### src/hw/rtl/psdes_pkg.sv
`default_nettype none
package psdes_pkg;

  localparam int unsigned WORD_W  = 32;
  localparam int unsigned HALF_W  = 16;
  localparam int unsigned ROUND_W = 2;
  localparam int unsigned FRAC_SHIFT = 9;

  typedef logic [WORD_W-1:0]  word_t;
  typedef logic [HALF_W-1:0]  half_t;
  typedef logic [ROUND_W-1:0] round_t;

  typedef enum logic [1:0] {
    OP_RAW   = 2'd0,
    OP_FRAC  = 2'd1,
    OP_BOUND = 2'd2
  } opcode_t;

  typedef enum logic [1:0] {
    ST_IDLE  = 2'd0,
    ST_ROUND = 2'd1,
    ST_FMT   = 2'd2
  } state_t;

  localparam round_t LAST_ROUND = 2'd3;

  // Seed register indexes.
  localparam logic CFG_SEED_LOW  = 1'b0;
  localparam logic CFG_SEED_HIGH = 1'b1;

  function automatic word_t key_a(input round_t r);
    word_t k;
    case (r)
      2'd0:    k = 32'hBAA96887;
      2'd1:    k = 32'h1E17D32C;
      2'd2:    k = 32'h03BCDC3C;
      default: k = 32'h0F33D1B2;
    endcase
    return k;
  endfunction

  function automatic word_t key_b(input round_t r);
    word_t k;
    case (r)
      2'd0:    k = 32'h4B0F3B58;
      2'd1:    k = 32'hE874F0C3;
      2'd2:    k = 32'h6955C5A6;
      default: k = 32'h55A7CA46;
    endcase
    return k;
  endfunction

endpackage
`default_nettype wire

### src/hw/rtl/psdes_round.sv
`default_nettype none
module psdes_round
  import psdes_pkg::*;
(
  input  wire word_t  left,
  input  wire word_t  right,
  input  wire round_t rnd,
  output word_t       next
);

  word_t a;
  half_t lo;
  half_t hi;
  word_t sq_lo;
  word_t sq_hi;
  word_t prod;
  word_t b;
  word_t sw;

  always_comb begin
    a     = right ^ key_a(rnd);
    lo    = a[HALF_W-1:0];
    hi    = a[WORD_W-1:HALF_W];
    sq_lo = word_t'(lo) * word_t'(lo);
    sq_hi = word_t'(hi) * word_t'(hi);
    prod  = word_t'(lo) * word_t'(hi);
    b     = sq_lo + ~sq_hi;
    // swap halves
    sw    = {b[HALF_W-1:0], b[WORD_W-1:HALF_W]};
    next  = left ^ ((sw ^ key_b(rnd)) + prod);
  end

endmodule
`default_nettype wire

### src/hw/rtl/psdes_fmt.sv
`default_nettype none
module psdes_fmt
  import psdes_pkg::*;
(
  input  wire word_t   w,
  input  wire opcode_t op,
  input  wire half_t   bound,
  output word_t        value
);

  word_t             p_lo;
  word_t             p_hi;
  logic [WORD_W:0]   acc;

  always_comb begin
    p_lo = word_t'(w[HALF_W-1:0]) * word_t'(bound);
    p_hi = word_t'(w[WORD_W-1:HALF_W]) * word_t'(bound);
    acc  = {{(HALF_W+1){1'b0}}, p_lo[WORD_W-1:HALF_W]} + {1'b0, p_hi};
    case (op)
      OP_FRAC:  value = {{FRAC_SHIFT{1'b0}}, w[WORD_W-1:FRAC_SHIFT+1], 1'b1};
      OP_BOUND: value = {{HALF_W{1'b0}}, acc[WORD_W-1:HALF_W]};
      default:  value = w;
    endcase
  end

endmodule
`default_nettype wire

### src/hw/rtl/psdes_counter_random_generator.sv
// Counter-based pseudo-DES random generator.
// Input channel (in_valid/in_ready): one beat carries an opcode and a bound.
//   Opcode raw returns the 32-bit hash word, opcode fraction returns
//   (word >> 9) | 1 as a Q0.23 fraction, opcode bound returns an integer
//   below the 16-bit bound (zero for a zero bound). The unused fourth
//   opcode returns the raw word.
// Output channel (out_valid/out_ready): one beat with out_value per request.
// Configuration: cfg_wr_en with cfg_addr selects seed low (index 0) or seed
//   high (index 1); either write reloads the 64-bit counter from both seeds.
//   Write only while no request is in flight.
// Sequence: the shared round unit runs the four mixing rounds one per cycle,
//   then the scaling step formats the word into the output register;
//   in_ready rises again at the edge that loads the result.
// Occupancy: a new request is accepted only after the last one's result is loaded.
// Stall: the output register holds the result while out_ready is low; a new
//   request is still accepted and hashed, and waits in the scaling step until
//   the output register is free.
// Reset (rst_n low, synchronous): seeds and counter clear to zero, the
//   sequencer returns to idle and no result beat is pending.
`default_nettype none
module psdes_counter_random_generator
  import psdes_pkg::*;
(
  input  wire         clk,
  input  wire         rst_n,
  input  wire         in_valid,
  output logic        in_ready,
  input  wire  [1:0]  in_opcode,
  input  wire  [15:0] in_bound,
  output logic        out_valid,
  input  wire         out_ready,
  output logic [31:0] out_value,
  input  wire         cfg_wr_en,
  input  wire         cfg_addr,
  input  wire  [31:0] cfg_wdata
);

  state_t  state_r, state_nxt;
  round_t  rnd_r, rnd_nxt;
  word_t   seed_lo_r, seed_hi_r;
  word_t   cnt_lo_r, cnt_hi_r;
  word_t   cnt_lo_nxt, cnt_hi_nxt;
  word_t   left_r, left_nxt;
  word_t   right_r, right_nxt;
  opcode_t op_r;
  half_t   bound_r;
  word_t   out_value_r;
  logic    out_valid_r, out_valid_nxt;
  logic    load_out;
  logic    accept;
  word_t   round_out;
  word_t   fmt_value;

  psdes_round u_round (
    .left  (left_r),
    .right (right_r),
    .rnd   (rnd_r),
    .next  (round_out)
  );

  psdes_fmt u_fmt (
    .w     (right_r),
    .op    (op_r),
    .bound (bound_r),
    .value (fmt_value)
  );

  assign in_ready  = (state_r == ST_IDLE);
  assign accept    = in_valid && in_ready;
  assign out_valid = out_valid_r;
  assign out_value = out_value_r;

  // Sequencer: load the counter, run four rounds, then scale into the output.
  always_comb begin
    state_nxt     = state_r;
    rnd_nxt       = rnd_r;
    left_nxt      = left_r;
    right_nxt     = right_r;
    load_out      = 1'b0;
    out_valid_nxt = out_valid_r && !out_ready;
    case (state_r)
      ST_IDLE: begin
        if (accept) begin
          left_nxt  = cnt_hi_r;
          right_nxt = cnt_lo_r;
          rnd_nxt   = '0;
          state_nxt = ST_ROUND;
        end
      end
      ST_ROUND: begin
        left_nxt  = right_r;
        right_nxt = round_out;
        rnd_nxt   = rnd_r + round_t'(1);
        if (rnd_r == LAST_ROUND) begin
          state_nxt = ST_FMT;
        end
      end
      ST_FMT: begin
        // hold until the output register is free
        if (!out_valid_r || out_ready) begin
          load_out      = 1'b1;
          out_valid_nxt = 1'b1;
          state_nxt     = ST_IDLE;
        end
      end
      default: begin
        state_nxt = ST_IDLE;
      end
    endcase
  end

  // Counter: advance once per accepted request, carry low into high;
  // a seed write reloads both words.
  always_comb begin
    cnt_lo_nxt = cnt_lo_r;
    cnt_hi_nxt = cnt_hi_r;
    if (cfg_wr_en) begin
      cnt_hi_nxt = (cfg_addr == CFG_SEED_LOW)  ? cfg_wdata : seed_lo_r;
      cnt_lo_nxt = (cfg_addr == CFG_SEED_HIGH) ? cfg_wdata : seed_hi_r;
    end else if (accept) begin
      cnt_lo_nxt = cnt_lo_r + word_t'(1);
      if (cnt_lo_r == '1) begin
        cnt_hi_nxt = cnt_hi_r + word_t'(1);
      end
    end
  end

  always_ff @(posedge clk) begin
    if (!rst_n) begin
      state_r     <= ST_IDLE;
      rnd_r       <= '0;
      out_valid_r <= 1'b0;
      seed_lo_r   <= '0;
      seed_hi_r   <= '0;
      cnt_lo_r    <= '0;
      cnt_hi_r    <= '0;
    end else begin
      state_r     <= state_nxt;
      rnd_r       <= rnd_nxt;
      out_valid_r <= out_valid_nxt;
      cnt_lo_r    <= cnt_lo_nxt;
      cnt_hi_r    <= cnt_hi_nxt;
      if (cfg_wr_en && (cfg_addr == CFG_SEED_LOW)) begin
        seed_lo_r <= cfg_wdata;
      end
      if (cfg_wr_en && (cfg_addr == CFG_SEED_HIGH)) begin
        seed_hi_r <= cfg_wdata;
      end
    end
  end

  // Datapath registers need no reset.
  always_ff @(posedge clk) begin
    left_r  <= left_nxt;
    right_r <= right_nxt;
    if (accept) begin
      op_r    <= opcode_t'(in_opcode);
      bound_r <= in_bound;
    end
    if (load_out) begin
      out_value_r <= fmt_value;
    end
  end

endmodule
`default_nettype wire

### config.mk
export PLATFORM = sky130hd
export DESIGN_NAME = psdes_counter_random_generator
export DESIGN_NICKNAME = d
export VERILOG_FILES = /design/src/hw/rtl/psdes_pkg.sv /design/src/hw/rtl/psdes_round.sv /design/src/hw/rtl/psdes_fmt.sv /design/src/hw/rtl/psdes_counter_random_generator.sv
export SDC_FILE = /design/constraint.sdc
export NUM_CORES = 2
export LEC_CHECK = 0
export BUFFER_PORTS_ARGS = -buffer_cell sky130_fd_sc_hd__buf_2
export CORE_MARGIN = 2
export CORE_UTILIZATION = 50
export DETAILED_ROUTE_END_ITERATION = 8
export PLACE_DENSITY = 0.66
export SLEW_MARGIN = 30
export SYNTH_ARGS = -nofsm -noshare
export SYNTH_HDL_FRONTEND = slang
export SYNTH_SLANG_ARGS = --single-unit
### constraint.sdc
create_clock -name clk -period 30.5 [get_ports clk]
set_input_delay 1.525 -clock clk [delete_from_list [all_inputs] [get_ports clk]]
set_output_delay 1.525 -clock clk [all_outputs]
set_load 0.005 [all_outputs]
==> Word level (Yosys, flattened, before mapping) <==
Cells that the tools add are included.
{ "totals": {"ff_bits": 247, "latch_bits": 0, "ramBits": 0, "romBits": 0, "inputBits": 56, "output_inout_bits": 34, "elab_cells": 78, "n_memories": 0} }
{ "classes": {"add_sub_neg": 6, "multipliers": 5, "div_mod_pow": 0, "order_cmp": 0, "eq_ne": 11, "shift": 0, "n_mux": 24, "n_bitwise": 5, "reduce_logical": 15} }
{ "ops": {"columns": ["operator", "n"], "rows": [
  ["two-way mux 32 bit", 9],
  ["case mux 32 bit (2 select lines)", 3],
  ["case mux 32 bit (3 select lines)", 2],
  ["multiplier 16 x 16 -> 32 bit", 5],
  ["XOR 32 bit", 3],
  ["adder 32 x 1 -> 32 bit, second input constant", 2],
  ["adder 32 bit", 2],
  ["adder 16 x 32 -> 32 bit", 1],
  ["== test 32 bit, second input constant", 1],
  ["NOT 32 bit", 1],
  ["== test 2 bit, second input constant", 4],
  ["two-way mux 2 bit", 4],
  ["== test 2 x 1 -> 1 bit, second input constant", 3],
  ["case mux 2 bit (3 select lines)", 1],
  ["nonzero test 2 bit", 3],
  ["logical AND 1 bit", 4],
  ["zero test 2 bit", 2],
  ["two-way mux 1 bit", 4],
  ["inequality test 2 bit, second input constant", 2],
  ["case mux 2 bit (2 select lines)", 1],
  ["AND reduction 2 bit", 2],
  ["AND reduction 3 bit", 1],
  ["adder 2 x 1 -> 2 bit, second input constant", 1],
  ["zero test 1 bit", 2],
  ["other kinds (3)", 3]
]} }

==> Depth between registers and ports, before layout <==
{ "logic_depth": {"word_depth": 10, "depth_mapped": 64, "mapped_depth_nobuf": 62} }

==> By module <==
A second synthesis with hierarchy kept.
{ "unflattened": {"hier_cells": 6093, "area_unflattened_um2": 53565.1} }
{ "by_module_without_submodules": {"columns": ["module", "instances", "cells_each", "area_per_inst_um2", "seq_area_each_um2"], "rows": [
  ["psdes_round", 1, 2854, 24802.5, 0.0],
  ["psdes_fmt", 1, 2041, 17257.8, 0.0],
  ["psdes_counter_random_generator", 1, 1198, 11504.8, 6085.8]
]} }

==> Least setup slack after synthesis <==
Ideal clock, no wire load.
{ "synth_path": {"path_type": "register to register", "startpoint": "register rnd_r[0]", "endpoint": "register right_r[30] (data pin)", "setup_ns": 0.257, "arrival_time_ns": 15.642, "required_time_ns": 30.243, "setup_slack_ns": 14.601, "stages_incl_launch_ff": 60, "n_path_buf": 2, "period_less_slack_ns": 15.899, "cell_sequence": "dfxtp_1 -> clkbuf_1 -> inv_1 -> ha_1 -> nor2_1 -> xor2_1 -> inv_1 -> clkbuf_1 -> nand2_1 -> inv_1 -> fa_1 -> inv_1 -> fa_1 -> inv_1 -> fa_1 -> inv_1 -> fa_1 -> inv_1 -> (+24 left out) -> a31oi_1 -> xnor2_1 -> fa_1 -> fa_1 -> fa_1 -> fa_1 -> inv_1 -> ha_1 -> and3_1 -> o211ai_1 -> nor3_1 -> a31oi_1 -> o211ai_1 -> a31o_2 -> a21oi_1 -> o211ai_1 -> a2111o_1 -> a32o_1"} }
{ "synth_between": {"elab_chain_len": 10, "word_cells_on_any_way": 15, "classes_between": "add/sub (2); mul (3); eq/ne (2); mux (3); bitwise (4); reduce/logical (1)"} }
{ "synth_lines": {"columns": ["element", "line_no", "rtl"], "rows": [
  ["start, declared", "psdes_counter_random_generator.sv:39", "round_t rnd_r, rnd_nxt;"],
  ["start signal, assigned", "psdes_counter_random_generator.sv:139", "rnd_r <= rnd_nxt;"],
  ["== test 2 bit (tied with other cells)", "psdes_pkg.sv:33, psdes_pkg.sv:44", null],
  ["case mux 32 bit (3 select lines)", "psdes_pkg.sv:33", "case (r)"],
  ["XOR 32 bit", "psdes_round.sv:21", "a = right ^ key_a(rnd);"],
  ["multiplier 16 x 16 -> 32 bit", "psdes_round.sv:25", "sq_hi = word_t'(hi) * word_t'(hi);"],
  ["NOT 32 bit", "psdes_round.sv:27", "b = sq_lo + ~sq_hi;"],
  ["adder 32 bit", "psdes_round.sv:27", null],
  ["XOR 32 bit", "psdes_round.sv:30", "next = left ^ ((sw ^ key_b(rnd)) + prod);"],
  ["adder 32 bit (*)", "psdes_round.sv:30", null],
  ["XOR 32 bit (*)", "psdes_round.sv:30", null],
  ["case mux 32 bit (2 select lines) (*)", "psdes_counter_random_generator.sv:81", "case (state_r)"],
  ["net right_nxt[30]", "psdes_counter_random_generator.sv:44", "word_t right_r, right_nxt;"],
  ["end signal, assigned", "psdes_counter_random_generator.sv:155", "right_r <= right_nxt;"],
  ["end, declared", "psdes_counter_random_generator.sv:44", null]
]} }
Mark *: on every way through the listed nets, which the timed path passes. The rest lies on a longest branch.
A chain may end at the register's enable or synchronous reset.

==> Final worst setup path <==
Ends and elaborated chain as after synthesis.

==> reports/results.ini <==
[clock_network]
numCtsBuffers = 28
clock-sinks = 247
post_cts_buffers = 0
clk_pin_slew_ps = 70
cts_max_path_buffers = 3
insertion_delay_ps = 610
holdBufCountCts = 0
cts_tree = built
root_buffer = clkbuf_16
cts_resized = 0
cts-htree-levels = 1

[detailed_routing]
vias_per_cell = 5.39
routed_wl_um = 143000
first_pass_iters = 7
wire_per_inst_um = 19.8
drc = 0
vias = 39000
drtAntennaViolNets = 0
drt_iter0_drc = 2676

[logic_synthesis]
synth_edf_count = 114
ys_ff_latch = 247
synth.cell_area_um2 = 52300
syn_inst = 5891
seq_area_frac_synth = 0.116
ys_types = 73
synth_area_leaders = fa_1, ha_1, inv_1
synth_area_leader_cell = fa_1
yosys.area_share.xor_xnor = 0.0456
synthMostInstantiatedCell = inv_1
synth_top_family_by_area = adder cells
muxShareOfSynthArea = 0.0127
async_flop_share = 0
synth_area_per_cell_um2 = 8.88
syn_nets = 7439
synth-warning-count = 0
synth_top_area_frac = 0.378
synth-compound-area-share = 0.0688
yosys.area_share.adder = 0.499
yosys-top-cells-count = inv_1, nand2_1, fa_1
yosys.area_share.simple = 0.143
ys.flop_type = dfxtp_1

[floorplan]
die_y_um = 327
initial_utilization = 0.505
fp-row-count = 118
die_w_um = 327
ios = 90
dieArea_um2 = 107000
core-area_um2 = 104000

[final_layout]
final_net_count = 7386
area_growth_pct = 5.73
utilization = 0.534
fin_area_um2 = 55300
drive_above_1_share = 0.0495

[setup_path]
crit_required_ps = 30850
slowest_delay_ps = 900
crit_fanout = 19
crit_arrival_ps = 18660
crit_path_start_kind = flip-flop
cp_slowest_cell = dfxtp_1
cp-end-kind = flip-flop
crit_top_cell = fa_1
crit_type = flip-flop to flip-flop

[placement]
place.gp.congestion = 0.938
placed_cell_area_um2 = 54400
dp_hpwl_um = 109000
port_buffers = 89

[sta]
fmax_mhz = 54.6
relSlewSlack = 0.350
fin_crit_sh = 0.600
finalHoldViolations = 0
finalSetupTns_ps = 0
rsz0062_at_grt = false
maxSlewViolCount = 0
setup_viol_count_final = 0
worst_pin_slew_ps = 969
skew_ps = 32.8
layout_min_cycle_time_ps = 18310
hold_slack_ps = 462

[grt]
grt_max_degree = 95
grt_usage = 0.278
overflow = 0
first_global_vias = 41400
antenna_found_initial = 2
grt_pass1_wl_um = 232000

[outcome]
outcome = complete, no violations

[job]
drv_cap = 0

[worst_hold_path]
hold_class = flip-flop to flip-flop

-- stage by stage --
| step | setup slack, ps | std cells |
|---|---|---|
| final | 12190 | 7242 |
| after global routing | 11290 | 7240 |
| after CTS | 12250 | 7240 |
| after detailed placement | 12350 | 7188 |
| after global placement | 12620 | 7188 |
| after floorplan | 14600 | 5891 |
-- metal layers --
| metal | global-route usage | routed length [um] |
|---|---|---|
| met3 | 0.0426 | 10600 |
| met5 | 0 | 0 |
| met1 | 0.374 | 59500 |
| met4 | 0.0963 | 5930 |
| met2 | 0.459 | 67300 |
-- layout make-up --
type	count	area, um^2
antenna	2	5.00
clock buffer	33	739
clock inverter	19	160
fill	9660	48300
inverter	1318	4950
multi-input combinational	4044	40400
sequential	247	6090
tap	1380	1730
timing repair buffer	199	1280
-- cell usage in the layout (no fill, tap or decap), drive strengths merged, types with 10 or more instances in the layout --
cell type     n
a21boi       68
clkinv       16
o21a         23
nand4        26
nor2        261
inv        1312
nor3         35
nand2      1004
mux2i        63
ha          504
nor2b        20
nand3        44
clkbuf       33
fa          988
edfxtp      114
and3         23
and2        216
o21ai        91
xor2         71
a31oi        12
dfxtp       133
o21bai       16
nand2b       46
o211ai       10
a21oi       103
o211a        51
a21o         60
a211oi       14
buf         199
o311a        13
xnor2       201
-- final timing paths --
path	slack, ps	cells past startpoint	end	start
max	12190	58	right_r[30]$_DFFE_PP_	rnd_r[0]$_SDFFE_PN0P_
min	460	2	seed_hi_r[10]$_SDFFE_PN0P_	seed_hi_r[10]$_SDFFE_PN0P_
max reg2reg	12190	58	right_r[30]$_DFFE_PP_	rnd_r[0]$_SDFFE_PN0P_
min reg2reg	460	2	seed_hi_r[10]$_SDFFE_PN0P_	seed_hi_r[10]$_SDFFE_PN0P_
-- critical path, delay by kind of cell, from the launching register on --
kind            cells  cell delay (ps)
compound gates     20             5020
xor+xnor            3              710
fa+ha+maj          18             8360
buf+inv             8             1560
simple gates        9             1480
flops               1              900
-- cells by family after synthesis --
logic type	Yosys count
AO/OA/AOI/OAI	516
XOR/XNOR	272
adder cells (fa/ha/maj)	1492
buffers and inverters	1600
flip-flops	247
multiplexers	66
AND/OR/NAND/NOR	1698
-- registers in the layout (all words and copies together), names as in the netlist --
register / cells
cnt_hi_r: 32
cnt_lo_r: 32
left_r: 32
out_value: 32
right_r: 32
seed_hi_r: 32
seed_lo_r: 32
bound_r: 16
op_r: 2
rnd_r: 2
state_r: 2
out_valid: 1
Power is not shown: default switching activity piles up to over one toggle a cycle in this logic, so the estimate is an artifact.
